===== config.mk =====
export PLATFORM = sky130hd
export DESIGN_NAME = double_ended_queue_unit_flat
export DESIGN_NICKNAME = d
export VERILOG_FILES = /design/src/sv/deq_pkg.sv /design/src/sv/deq_if.sv /design/src/sv/deq_ctrl.sv /design/src/sv/deq_dp.sv /design/src/sv/double_ended_queue_unit.sv /design/src/flat_wrapper.sv
export VERILOG_INCLUDE_DIRS = /design/src /design/src/sv
export SDC_FILE = /design/constraint.sdc
export NUM_CORES = 1
export LEC_CHECK = 0
export BUFFER_PORTS_ARGS = -buffer_cell sky130_fd_sc_hd__buf_4
export CAP_MARGIN = 20
export CORE_ASPECT_RATIO = 1.4
export CORE_MARGIN = 2
export CORE_UTILIZATION = 55
export CTS_CLUSTER_SIZE = 24
export DETAILED_ROUTE_END_ITERATION = 16
export PLACE_DENSITY = 0.76
export SETUP_SLACK_MARGIN = 0.02
export SYNTH_ARGS = -nofsm -noshare
export SYNTH_HDL_FRONTEND = slang
export SYNTH_SLANG_ARGS = --single-unit
export TNS_END_PERCENT = 5

===== constraint.sdc =====
create_clock -name clk -period 4.75 [get_ports clk]
set_clock_uncertainty 0.05 [all_clocks]
set_input_delay 0.7125 -clock clk [delete_from_list [all_inputs] [get_ports clk]]
set_output_delay 0.7125 -clock clk [all_outputs]
set_load 0.02 [all_outputs]

===== src/sv/double_ended_queue_unit_assert.svh =====
// Assertion macros for the double-ended queue unit.
`ifndef DOUBLE_ENDED_QUEUE_UNIT_ASSERT_SVH
`define DOUBLE_ENDED_QUEUE_UNIT_ASSERT_SVH

// same-cycle implication, disabled while reset is asserted
`define DEQ_ASSERT_NOW(lbl, clk, rstn, ante, cons, msg) \
  lbl: assert property (@(posedge clk) disable iff (!(rstn)) (ante) |-> (cons)) \
    else $error(msg);

// next-cycle implication
`define DEQ_ASSERT_NEXT(lbl, clk, rstn, ante, cons, msg) \
  lbl: assert property (@(posedge clk) disable iff (!(rstn)) (ante) |=> (cons)) \
    else $error(msg);

`endif


===== src/sv/deq_pkg.sv =====
// Package: sizes, codes and controller/datapath bundles of the deque unit.
`default_nettype none
package deq_pkg;

  localparam int DEPTH   = 16;
  localparam int ADDR_W  = $clog2(DEPTH);
  localparam int CNT_W   = 5;
  localparam int DATA_W  = 32;
  localparam int ACT_W   = 3;
  localparam int STAT_W  = 2;

  localparam logic [ACT_W-1:0] ACT_PUSH_FRONT = 3'd0;
  localparam logic [ACT_W-1:0] ACT_PUSH_REAR  = 3'd1;
  localparam logic [ACT_W-1:0] ACT_POP_FRONT  = 3'd2;
  localparam logic [ACT_W-1:0] ACT_POP_REAR   = 3'd3;
  localparam logic [ACT_W-1:0] ACT_PEEK_FRONT = 3'd4;
  localparam logic [ACT_W-1:0] ACT_PEEK_REAR  = 3'd5;

  localparam logic [STAT_W-1:0] ST_OK    = 2'd0;
  localparam logic [STAT_W-1:0] ST_EMPTY = 2'd1;
  localparam logic [STAT_W-1:0] ST_FULL  = 2'd2;

  typedef enum logic [1:0] {
    RV_ZERO = 2'd0,
    RV_ONES = 2'd1,
    RV_MEM  = 2'd2
  } rv_sel_t;

  typedef struct packed {
    logic              load;
    logic              push_front;
    logic              push_rear;
    logic              pop_front;
    logic              pop_rear;
    logic              rd_en;
    logic              rd_rear;
    rv_sel_t           rv_sel;
    logic [STAT_W-1:0] status;
  } cmd_t;

  typedef struct packed {
    logic empty;
    logic full;
  } sts_t;

endpackage
`default_nettype wire


===== src/sv/deq_if.sv =====
// Valid/ready channel interfaces for the deque unit input and result.
`default_nettype none
interface deq_in_if;
  logic                                valid;
  logic                                ready;
  logic [deq_pkg::ACT_W-1:0]           action;
  logic signed [deq_pkg::DATA_W-1:0]   push_value;

  modport source (output valid, action, push_value, input ready);
  modport sink   (input valid, action, push_value, output ready);
endinterface

interface deq_out_if;
  logic                                valid;
  logic                                ready;
  logic signed [deq_pkg::DATA_W-1:0]   read_value;
  logic [deq_pkg::STAT_W-1:0]          status;
  logic [deq_pkg::CNT_W-1:0]           entry_count;

  modport source (output valid, read_value, status, entry_count, input ready);
  modport sink   (input valid, read_value, status, entry_count, output ready);
endinterface
`default_nettype wire


===== src/sv/deq_ctrl.sv =====
// Deque controller: handshake state machine and action decode.
`default_nettype none
module deq_ctrl (
  input  wire logic                        clk,
  input  wire logic                        rst_n,
  input  wire logic                        in_valid,
  output logic                             in_ready,
  input  wire logic [deq_pkg::ACT_W-1:0]   action,
  output logic                             out_valid,
  input  wire logic                        out_ready,
  input  wire deq_pkg::sts_t               sts,
  output deq_pkg::cmd_t                    cmd
);

  typedef enum logic [1:0] {
    S_IDLE = 2'b01,
    S_RESP = 2'b10
  } state_t;

  state_t state_r, state_nxt;
  logic   accept;

  assign out_valid = (state_r == S_RESP);
  assign in_ready  = !out_valid || out_ready;
  assign accept    = in_valid && in_ready;

  always_comb begin
    state_nxt = state_r;
    case (state_r)
      S_IDLE: begin
        if (accept) state_nxt = S_RESP;
      end
      S_RESP: begin
        if (accept) state_nxt = S_RESP;
        else if (out_ready) state_nxt = S_IDLE;
      end
      default: state_nxt = S_IDLE;
    endcase
  end

  always_ff @(posedge clk) begin
    if (!rst_n) state_r <= S_IDLE;
    else        state_r <= state_nxt;
  end

  always_comb begin
    cmd        = '0;
    cmd.load   = accept;
    cmd.rv_sel = deq_pkg::RV_ZERO;
    cmd.status = deq_pkg::ST_OK;
    if (accept) begin
      if (action inside {deq_pkg::ACT_PUSH_FRONT, deq_pkg::ACT_PUSH_REAR}) begin
        if (sts.full) begin
          cmd.status = deq_pkg::ST_FULL;
        end else begin
          cmd.push_front = (action == deq_pkg::ACT_PUSH_FRONT);
          cmd.push_rear  = (action == deq_pkg::ACT_PUSH_REAR);
        end
      end else if (action inside {[deq_pkg::ACT_POP_FRONT:deq_pkg::ACT_PEEK_REAR]}) begin
        if (sts.empty) begin
          cmd.status = deq_pkg::ST_EMPTY;
          cmd.rv_sel = deq_pkg::RV_ONES;
        end else begin
          cmd.rv_sel = deq_pkg::RV_MEM;
          cmd.rd_en  = 1'b1;
          case (action)
            deq_pkg::ACT_POP_FRONT:  cmd.pop_front = 1'b1;
            deq_pkg::ACT_POP_REAR: begin
              cmd.pop_rear = 1'b1;
              cmd.rd_rear  = 1'b1;
            end
            deq_pkg::ACT_PEEK_REAR:  cmd.rd_rear = 1'b1;
            default:                 cmd.rd_rear = 1'b0;
          endcase
        end
      end
    end
  end

endmodule
`default_nettype wire


===== src/sv/deq_dp.sv =====
// Deque datapath: ring store, head/tail pointers, occupancy and result registers.
`default_nettype none
module deq_dp (
  input  wire logic                               clk,
  input  wire logic                               rst_n,
  input  wire deq_pkg::cmd_t                      cmd,
  input  wire logic signed [deq_pkg::DATA_W-1:0]  push_value,
  output deq_pkg::sts_t                           sts,
  output logic signed [deq_pkg::DATA_W-1:0]       read_value,
  output logic [deq_pkg::STAT_W-1:0]              status,
  output logic [deq_pkg::CNT_W-1:0]               entry_count
);

  localparam logic [deq_pkg::ADDR_W-1:0] LAST = deq_pkg::ADDR_W'(deq_pkg::DEPTH - 1);

  logic [deq_pkg::DATA_W-1:0] mem [deq_pkg::DEPTH];

  logic [deq_pkg::ADDR_W-1:0] head_r, head_nxt, tail_r, tail_nxt;
  logic [deq_pkg::ADDR_W-1:0] head_prev, head_next, tail_prev;
  logic [deq_pkg::ADDR_W-1:0] waddr, raddr;
  logic [deq_pkg::CNT_W-1:0]  count_r, count_nxt;
  logic [deq_pkg::DATA_W-1:0] rdata_r;
  logic [deq_pkg::STAT_W-1:0] status_r;
  deq_pkg::rv_sel_t           rv_sel_r;

  assign head_prev = (head_r == '0)   ? LAST : head_r - 1'b1;
  assign head_next = (head_r == LAST) ? '0   : head_r + 1'b1;
  assign tail_prev = (tail_r == '0)   ? LAST : tail_r - 1'b1;

  assign sts.empty = (count_r == '0);
  assign sts.full  = (count_r == deq_pkg::CNT_W'(deq_pkg::DEPTH));

  assign waddr = cmd.push_front ? head_prev : tail_r;
  assign raddr = cmd.rd_rear    ? tail_prev : head_r;

  always_comb begin
    head_nxt  = head_r;
    tail_nxt  = tail_r;
    count_nxt = count_r;
    if (cmd.push_front) head_nxt = head_prev;
    if (cmd.pop_front)  head_nxt = head_next;
    if (cmd.push_rear)  tail_nxt = (tail_r == LAST) ? '0 : tail_r + 1'b1;
    if (cmd.pop_rear)   tail_nxt = tail_prev;
    if (cmd.push_front || cmd.push_rear) count_nxt = count_r + 1'b1;
    if (cmd.pop_front || cmd.pop_rear)   count_nxt = count_r - 1'b1;
  end

  always_ff @(posedge clk) begin
    if (!rst_n) begin
      head_r  <= '0;
      tail_r  <= '0;
      count_r <= '0;
    end else begin
      head_r  <= head_nxt;
      tail_r  <= tail_nxt;
      count_r <= count_nxt;
    end
  end

  always_ff @(posedge clk) begin
    if (cmd.push_front || cmd.push_rear) mem[waddr] <= push_value;
  end

  always_ff @(posedge clk) begin
    if (cmd.rd_en) rdata_r <= mem[raddr];
  end

  always_ff @(posedge clk) begin
    if (cmd.load) begin
      status_r <= cmd.status;
      rv_sel_r <= cmd.rv_sel;
    end
  end

  always_comb begin
    case (rv_sel_r)
      deq_pkg::RV_ONES: read_value = '1;
      deq_pkg::RV_MEM:  read_value = rdata_r;
      default:          read_value = '0;
    endcase
  end

  assign status      = status_r;
  assign entry_count = count_r;

endmodule
`default_nettype wire


===== src/sv/double_ended_queue_unit.sv =====
// A result is registered and appears in the cycle after its input transfer.
// Throughput: one item per cycle while results are taken; one result register
// parts the channels, so a new transfer is taken when the held result leaves.
// The ring store is a 16-entry register array with one write and one
// registered read port. Synchronous active-low reset empties the queue; store
// contents are not cleared.
`default_nettype none
`include "double_ended_queue_unit_assert.svh"
module double_ended_queue_unit (
  input  wire logic  clk,
  input  wire logic  rst_n,
  deq_in_if.sink     in_chan,
  deq_out_if.source  out_chan
);

  deq_pkg::cmd_t cmd;
  deq_pkg::sts_t sts;

  deq_ctrl u_ctrl (
    .clk       (clk),
    .rst_n     (rst_n),
    .in_valid  (in_chan.valid),
    .in_ready  (in_chan.ready),
    .action    (in_chan.action),
    .out_valid (out_chan.valid),
    .out_ready (out_chan.ready),
    .sts       (sts),
    .cmd       (cmd)
  );

  deq_dp u_dp (
    .clk         (clk),
    .rst_n       (rst_n),
    .cmd         (cmd),
    .push_value  (in_chan.push_value),
    .sts         (sts),
    .read_value  (out_chan.read_value),
    .status      (out_chan.status),
    .entry_count (out_chan.entry_count)
  );

  `DEQ_ASSERT_NOW(a_count_bound, clk, rst_n, 1'b1, out_chan.entry_count <= deq_pkg::CNT_W'(deq_pkg::DEPTH), "occupancy above depth")
  `DEQ_ASSERT_NOW(a_full_count, clk, rst_n, out_chan.valid && out_chan.status == deq_pkg::ST_FULL, out_chan.entry_count == deq_pkg::CNT_W'(deq_pkg::DEPTH), "full status with free space")
  `DEQ_ASSERT_NOW(a_empty_result, clk, rst_n, out_chan.valid && out_chan.status == deq_pkg::ST_EMPTY, out_chan.entry_count == '0 && out_chan.read_value == -1, "bad empty result")
  `DEQ_ASSERT_NEXT(a_transfer_result, clk, rst_n, in_chan.valid && in_chan.ready, out_chan.valid, "no result after input transfer")

endmodule
`default_nettype wire


===== src/flat_wrapper.sv =====
// flat-port wrapper written by rule: the top's interface ports become plain ports
module double_ended_queue_unit_flat 
  (clk, rst_n, in_chan_valid, in_chan_action, in_chan_push_value, in_chan_ready, out_chan_valid, out_chan_read_value, out_chan_status, out_chan_entry_count, out_chan_ready);
  deq_in_if in_chan_i ();
  deq_out_if out_chan_i ();
  input  wire logic clk;
  input  wire logic rst_n;
  input wire logic [$bits(in_chan_i.valid)-1:0] in_chan_valid;
  input wire logic [$bits(in_chan_i.action)-1:0] in_chan_action;
  input wire logic [$bits(in_chan_i.push_value)-1:0] in_chan_push_value;
  output wire logic [$bits(in_chan_i.ready)-1:0] in_chan_ready;
  output wire logic [$bits(out_chan_i.valid)-1:0] out_chan_valid;
  output wire logic [$bits(out_chan_i.read_value)-1:0] out_chan_read_value;
  output wire logic [$bits(out_chan_i.status)-1:0] out_chan_status;
  output wire logic [$bits(out_chan_i.entry_count)-1:0] out_chan_entry_count;
  input wire logic [$bits(out_chan_i.ready)-1:0] out_chan_ready;
  assign in_chan_i.valid = in_chan_valid;
  assign in_chan_i.action = in_chan_action;
  assign in_chan_i.push_value = in_chan_push_value;
  assign in_chan_ready = in_chan_i.ready;
  assign out_chan_valid = out_chan_i.valid;
  assign out_chan_read_value = out_chan_i.read_value;
  assign out_chan_status = out_chan_i.status;
  assign out_chan_entry_count = out_chan_i.entry_count;
  assign out_chan_i.ready = out_chan_ready;
  double_ended_queue_unit u_core (.clk(clk), .rst_n(rst_n), .in_chan(in_chan_i), .out_chan(out_chan_i));
endmodule

==> reports/summary.txt, run 1 <==
WORST SETUP PATH
--------------------------------------------------------------------------------
Req. time, crit path ..............................................      4.99 ns
Crit path max-delay family ........................................ simple AND/OR/NAND/NOR gates
Crit-path cells ................................................... inv_1, ha_1, nand2b_1, nand4_1, nor3_1, mux2i_1, nand2b_1, nor2_4, buf_12
Kind of critical path .............................................   reg -> reg
Buffers & Inverters on Critical Path ..............................            2
Signal arrival time at the worst endpoint .........................      3.68 ns
Maximum fanout along the worst path ...............................           17
Delay of the slowest cell on the worst path .......................      0.72 ns
Most frequent cell on the critical path ...........................     nand2b_1
Setup slack on the worst flop-to-flop path ........................      1.31 ns
Critical path endpoint category ...................................    flip-flop
Startpoint types ..................................................    flip-flop
Slowest cell on the critical path .................................       nor2_4

YOSYS
--------------------------------------------------------------------------------
Flip-flop and latch count after synthesis .........................          563
Post-Synthesis Cells ..............................................        1,425
Synthesized area divided by synthesized cell count ................   18.28 um^2
Number of enable flip-flop cells after synthesis ..................          548
Dominant combinational cell family by area after synthesis ........ multiplexers
Post-synth top area cell ..........................................     edfxtp_1
Synth Area in Adders ..............................................     0.007493
Post-synthesis async set-or-reset flop share ......................            0
Area fraction in and, or, nand and nor cells after synthesis ......      0.05207
Synth Area in Compound Gates ......................................      0.04875
Share of the yosys chip area belonging to registers ...............       0.6432
Post-synthesis cell area ..........................................  26,050 um^2
Synth Area in XOR/XNOR ............................................     0.001345
Unique masters post-synth .........................................           59
Dominant synthesized flop cell ....................................     edfxtp_1
Top post-synthesis cells by area .................................. edfxtp_1, mux4_2, a22oi_1
Post-synthesis net count ..........................................        1,479
Fraction of synthesized area in multiplexers ......................       0.2244
Synth Warn # ......................................................            0
Area share of the leading cell type in the synthesized netlist ....       0.6317

DRT
--------------------------------------------------------------------------------
Count of nets left with antenna violations after detail routing ...            0
# DRC .............................................................            0
Number of vias per cell ...........................................        7.056
Average wire length per cell after detail routing .................     31.06 um
Iteration-0 DRC count of the detailed router ......................        1,967
Final Routed Wirelength ...........................................    67,210 um
Number of iterations in the first detailed-routing pass ...........            5
Overall via count from detail_route ...............................       15,269

LAYOUT
--------------------------------------------------------------------------------
Layout cell share with drive strength beyond 1 ....................       0.3281
Fin area ..........................................................  29,360 um^2
Final net count ...................................................        1,553
Final standard cell count with taps included and fillers excluded .        2,164
Most common cell after layout, fill and taps aside ................     edfxtp_1
Area added between synthesis and finish ...........................       12.71%
Fill cell instance count of the final layout ......................        3,194
Commonest cells after routing, fill and taps aside ................ edfxtp_1, mux4_2, buf_4
Core Util, Final ..................................................       0.6257

RUN STATUS
--------------------------------------------------------------------------------
Status ............................................................    completed

PLACE
--------------------------------------------------------------------------------
Count of input and output buffers .................................           79
Placed cells ......................................................        2,069
Routability Congestion ............................................       0.8194
Area post-placement ...............................................  27,600 um^2
HPWL after DPL ....................................................    39,460 um

GLOBAL ROUTING
--------------------------------------------------------------------------------
Number of antenna violations at the first check in global routing .            0
Congestion Overflow GR ............................................            0
Wire length of the first global-routing pass ......................   100,700 um
GR Util All Layers ................................................       0.2788
Pin count of the biggest net entering global routing ..............          134
Via count of the first global-routing pass ........................       15,758

CTS
--------------------------------------------------------------------------------
Clk buf depth .....................................................            3
Clk Latency, worst-skew pair ......................................      0.60 ns
Post-CTS setup buffers ............................................            0
Clock slew at reported path FFs ...................................      0.06 ns
CTS Hold Bufs .....................................................            0
Depth of the CTS H-tree ...........................................            2
Post-cts sizing count .............................................            0
Clock Tree Root ...................................................    clkbuf_16
Number of clock sinks .............................................          563
Clock tree from TritonCTS .........................................        built
Inserted Clock Buffers ............................................           51

WORST HOLD PATH
--------------------------------------------------------------------------------
Class of the worst hold path ......................................    in -> reg

POWER
--------------------------------------------------------------------------------
Power dissipated by switching net loads ...........................     2.124 mW
Switching Share ...................................................       0.2082
Leakage power total ...............................................     8.939 nW
Clock network power share .........................................        0.420
Worst supply voltage drop on vdd ..................................  0.0002848 V
Portion of total power attributed to combinational logic ..........        0.044
Power density of the placed cells ................................. 347.5 nW/um^2
Cell-internal power ...............................................     8.077 mW
Proportion of power drawn by flip-flops and latches ...............        0.535

STA
--------------------------------------------------------------------------------
Total of endpoints with negative setup slack in the final report ..            0
Final worst-path cycle share ......................................       0.7236
Final Max Slew Viols ..............................................            0
Sum of negative setup slack .......................................         0 ns
Setup repair after global routing missed its margin ...............           no
Tightest Pin Transition ...........................................     1.189 ns
Fin. Hold Viols ...................................................            0
Maximum clock rate ................................................    290.9 MHz
Hold Slack ........................................................    0.3556 ns
Normalized max-slew margin ........................................       0.2025
Shortest period the worst path allows .............................     3.437 ns

FLOORPLAN
--------------------------------------------------------------------------------
Rows ..............................................................           94
Die Outline Area ..................................................  49,140 um^2
Die H .............................................................     261.5 um
Area of the core ..................................................  46,930 um^2
Ports placed on the boundary ......................................           80
Die outline width .................................................     187.9 um
Initial core utilization ..........................................       0.5551

FLOW RUN
--------------------------------------------------------------------------------
Max-cap check violation count .....................................            0

## flip-flops by register name (all words and copies together), names as in the netlist
| signal | flops |
|---|---|
| u_core.u_dp.rdata_r | 32 |
| u_core.u_dp.status | 2 |
| u_core.u_ctrl.state_r | 2 |
| u_core.u_dp.tail_r | 4 |
| u_core.u_dp.mem | 512 |
| u_core.u_dp.rv_sel_r | 2 |
| u_core.u_dp.entry_count | 5 |
| u_core.u_dp.head_r | 4 |
## cells by family (layout without fill, tap and decap cells)
| logic type | Yosys count | count (layout) |
|---|---|---|
| other cells | 0 | 1 |
| buf+inv | 128 | 242 |
| compound gates | 178 | 178 |
| flops | 563 | 563 |
| fa+ha+maj | 15 | 15 |
| mux | 264 | 264 |
| xor+xnor | 4 | 4 |
| simple gates | 273 | 273 |
## metrics by stage
| stage | setup slack, ns | total power [mW] |
|---|---|---|
| after CTS | 1.234 | 10.24 |
| after detailed placement | 1.095 | 6.022 |
| after global placement | 1.151 | 6.011 |
| after floorplan | 0.9531 | 5.814 |
| final | 1.313 | 10.20 |
| after global routing | 1.032 | 10.44 |
## synthesized netlist by cell type (all sizes together) (2+ instances only)
master,count
inv,23
nor3b,3
nor2b,9
nor3,7
o22ai,2
o21a,3
and2,7
or2,3
xor2,3
nor2,68
a22oi,48
a211oi,2
nand3,39
and3,5
nand2,75
nand2b,4
dfxtp,15
nand3b,28
clkbuf,61
mux2i,7
mux4,256
buf,44
ha,14
o21ai,10
nand4,21
a21oi,64
edfxtp,548
a22o,17
a31oi,4
a221oi,17
## worst register-to-register path, cell delays in order, from the launching register on
cell	delay, ns
dfxtp_1	0.33
inv_1	0.06
ha_1	0.24
nand2b_1	0.19
nand4_1	0.22
nor3_1	0.40
mux2i_1	0.37
nand2b_1	0.30
nor2_4	0.72
buf_12	0.26
## metal layers
layer  share of wire  track usage  wire length (um)  vias to the layer above
met1            0.34       0.3470             23170                     7958
met3           0.088      0.04463              5919                      156
met4           0.039       0.1262              2627                        0
met5               0            0                 0                        -
met2            0.53       0.4871             35490                     1014
li1                -            -                 -                     6141
## final cells by class
cell class	instances	area (um^2)	share of cell area
Clock inverter	33	405.4	0.01381
Sequential cell	563	16760	0.5709
Timing Repair Buffer	126	1104	0.03758
Inverter	23	86.33	0.002940
Tap cell	624	780.7	0.02659
Clock buffer	60	1331	0.04534
Antenna cell	1	2.502	0.00008523
Multi-Input combinational cell	734	8889	0.3027
## path summary, 6_finish.rpt
check	depth (start not counted)	endpoint	startpoint
max reg2reg	9	u_core.u_dp.mem[6][15]	u_core.u_ctrl.state_r[0]
min reg2reg	2	u_core.u_ctrl.state_r[0]	u_core.u_ctrl.state_r[0]
min	2	u_core.u_dp.tail_r[0]	rst_n
max	9	u_core.u_dp.mem[6][15]	u_core.u_ctrl.state_r[0]
## power by group through the flow
| stage | Combinational [mW] | Clock [mW] | Sequential (mW) |
|---|---|---|---|
| 3_3_place_gp | 0.441 | 0 | 5.57 |
| 3_5_place_dp | 0.452 | 0 | 5.57 |
| 5_1_grt | 0.485 | 4.50 | 5.46 |
| 2_1_floorplan | 0.241 | 0 | 5.57 |
| 6_report | 0.454 | 4.28 | 5.46 |
| 4_1_cts | 0.454 | 4.32 | 5.46 |
Power figures use the tool's default switching activity.
==> run 2, diff against run 1 <==
--- a/config.mk
+++ b/config.mk
@@ -13,7 +13,7 @@
 export CORE_UTILIZATION = 55
 export CTS_CLUSTER_SIZE = 24
 export DETAILED_ROUTE_END_ITERATION = 16
-export PLACE_DENSITY = 0.76
+export PLACE_DENSITY = 0.79
 export SETUP_SLACK_MARGIN = 0.02
 export SYNTH_ARGS = -nofsm -noshare
 export SYNTH_HDL_FRONTEND = slang
==> constraint.sdc (replaced) <==
create_clock -name clk -period 2.9 [get_ports clk]
set_clock_uncertainty 0.05 [all_clocks]
set_input_delay 0.435 -clock clk [delete_from_list [all_inputs] [get_ports clk]]
set_output_delay 0.435 -clock clk [all_outputs]
set_load 0.02 [all_outputs]
==> run 2 against run 1 <==
Effect of this change: die area is the same; non-clock buffer count grew 54; sequential share of layout area fell by 1.5 points; via count up 1.7%; final cell count rose by 2.4%; largest cell class unchanged.
==> reports/summary.txt, run 2 (same netlist as run 1, synthesis figures left out) <==
RUN STATUS
--------------------------------------------------------------------------------
Status ............................................................    completed

LAYOUT
--------------------------------------------------------------------------------
Core Util, Final ..................................................       0.6426
Area added between synthesis and finish ...........................       15.77%
Fin area ..........................................................  30,160 um^2
Most common cell after layout, fill and taps aside ................     edfxtp_1
Commonest cells after routing, fill and taps aside ................ edfxtp_1, mux4_2, buf_4
Largest registers ranked by flip-flop count ....................... u_core.u_dp.mem x512, u_core.u_dp.rdata_r x32, u_core.u_dp.entry_count x5
Flip-flop count of the largest register after layout ..............          512
Diode count .......................................................            0
Layout cell share with drive strength beyond 1 ....................       0.3492
Fill cell instance count of the final layout ......................        3,076
Most flops, register .............................................. u_core.u_dp.mem
Final net count ...................................................        1,607

STA
--------------------------------------------------------------------------------
Normalized max-slew margin ........................................       0.4826
Shortest period the worst path allows .............................     2.825 ns
Fin. Hold Viols ...................................................            0
Setup repair after global routing missed its margin ...............          yes
Final Max Slew Viols ..............................................            0
Maximum clock rate ................................................    354.0 MHz
Min setup slack post-route ........................................   0.07491 ns
Final worst-path cycle share ......................................       0.9742
Tightest Pin Transition ...........................................    0.7743 ns
Total of endpoints with negative setup slack in the final report ..            0

FLOORPLAN
--------------------------------------------------------------------------------
Die Outline Area ..................................................  49,140 um^2
Area of the core ..................................................  46,930 um^2
Initial core utilization ..........................................       0.5551
Rows ..............................................................           94
Die H .............................................................     261.5 um
Ports placed on the boundary ......................................           80
Die outline width .................................................     187.9 um

WORST SETUP PATH
--------------------------------------------------------------------------------
Critical path endpoint category ...................................    flip-flop
Startpoint of the worst setup timing path ......................... u_core.u_dp.tail_r[1]
R2r worst-path depth ..............................................           10
End point of the critical path .................................... u_core.u_dp.rdata_r[7]
Delay of the slowest cell on the worst path .......................      0.54 ns
Signal arrival time at the worst endpoint .........................      3.07 ns
Slowest cell on the critical path .................................       mux4_2
Startpoint of the worst register-to-register path ................. u_core.u_dp.tail_r[1]
R2r endpoint ...................................................... u_core.u_dp.rdata_r[7]
Setup slack on the worst flop-to-flop path ........................      0.07 ns
Number of cells on the critical path ..............................           10
Buffers & Inverters on Critical Path ..............................            4
Kind of critical path .............................................   reg -> reg
Maximum fanout along the worst path ...............................           19
Req. time, crit path ..............................................      3.15 ns
Startpoint types ..................................................    flip-flop
Crit-path cells ................................................... inv_1, ha_4, nor2b_4, a21oi_4, buf_12, buf_12, buf_12, mux4_2, a22oi_1, nand3b_1
Most frequent cell on the critical path ...........................       buf_12
Crit path max-delay family ........................................ buffers and inverters

DRT
--------------------------------------------------------------------------------
Number of vias per cell ...........................................        7.009
Count of nets left with antenna violations after detail routing ...            0
# DRC .............................................................            0
Number of iterations in the first detailed-routing pass ...........            7
Average wire length per cell after detail routing .................     30.89 um
Final Routed Wirelength ...........................................    68,440 um
Iteration-0 DRC count of the detailed router ......................        1,855
Overall via count from detail_route ...............................       15,532

CTS
--------------------------------------------------------------------------------
Number of clock sinks .............................................          563
Inserted Clock Buffers ............................................           51
Clk Latency, worst-skew pair ......................................      0.59 ns
Clock slew at reported path FFs ...................................      0.07 ns
Clk buf depth .....................................................            3
Clock Tree Root ...................................................    clkbuf_16
Clock tree from TritonCTS .........................................        built
Post-CTS setup buffers ............................................            0
Depth of the CTS H-tree ...........................................            2

FLOW RUN
--------------------------------------------------------------------------------
Max-cap check violation count .....................................            0

PLACE
--------------------------------------------------------------------------------
HPWL after DPL ....................................................    41,640 um
Count of input and output buffers .................................           79
Routability Congestion ............................................       0.8354
Worst setup slack before clock tree synthesis .....................   0.09220 ns
Area post-placement ...............................................  28,480 um^2

GLOBAL ROUTING
--------------------------------------------------------------------------------
Pin count of the biggest net entering global routing ..............           90
Via count of the first global-routing pass ........................       16,222
Wire length of the first global-routing pass ......................   102,100 um
GR Util All Layers ................................................       0.2826
Number of antenna violations at the first check in global routing .            1
Congestion Overflow GR ............................................            0

POWER
--------------------------------------------------------------------------------
Total chip power ..................................................     16.54 mW
Worst supply voltage drop on vdd ..................................  0.0005147 V
Leakage power total ...............................................     9.287 nW
Power density of the placed cells ................................. 548.5 nW/um^2

WORST HOLD PATH
--------------------------------------------------------------------------------
Class of the worst hold path ......................................    in -> reg
Start point of the worst hold path ................................        rst_n

-- run 2: worst min path at each step --
stage,endpoint,cells after the start
after floorplan,u_core.u_ctrl.state_r[0],2
after global placement,u_core.u_ctrl.state_r[0],2
after CTS,u_core.u_dp.tail_r[0],2
after detailed placement,u_core.u_ctrl.state_r[0],2
final,u_core.u_dp.tail_r[0],2
after global routing,u_core.u_dp.tail_r[0],2
-- run 2: power breakdown --
| group | total, mW | switching, mW | internal (mW) |
|---|---|---|---|
| combinational | 0.752 | 0.455 | 0.297 |
| sequential | 8.95 | 0.0123 | 8.93 |
| clock | 6.84 | 2.96 | 3.88 |
-- run 2: per-layer routing --
metal,wire [um],track usage,share of wire,vias to the layer above
li1,-,-,-,6245
met1,23380,0.3436,0.34,8072
met2,36130,0.5002,0.53,997
met3,5808,0.04824,0.085,216
met4,3105,0.1280,0.045,2
met5,12,0,0.00018,-
-- run 2: final cells by class --
cell class                 count  area, um^2  share of cell area
clock buffer                  62        1360             0.04510
clock inverter                30       316.6             0.01050
inverter                      23       86.33            0.002863
multi-input combinational    734        8899              0.2951
sequential                   563       16760              0.5559
tap                          624       780.7             0.02589
timing repair buffer         180        1952             0.06472
-- run 2: through the flow --
step / hold WS, ns / instances / setup TNS [ns]
5_1_grt: 0.07159 / 2216 / -0.01922
2_1_floorplan: 0.4254 / 1425 / -27.24
3_5_place_dp: 0.4546 / 2124 / 0
6_report: 0.07910 / 2216 / 0
4_1_cts: 0.05409 / 2216 / 0
3_3_place_gp: 0.4369 / 2124 / 0
-- run 2: repair_timing --
| item | 4_1_cts | 5_1_grt |
|---|---|---|
| hold buffers | 0 | 0 |
| endpoints found under the setup margin | 0 | 97 |
| gates resized for setup | 0 | 1 |
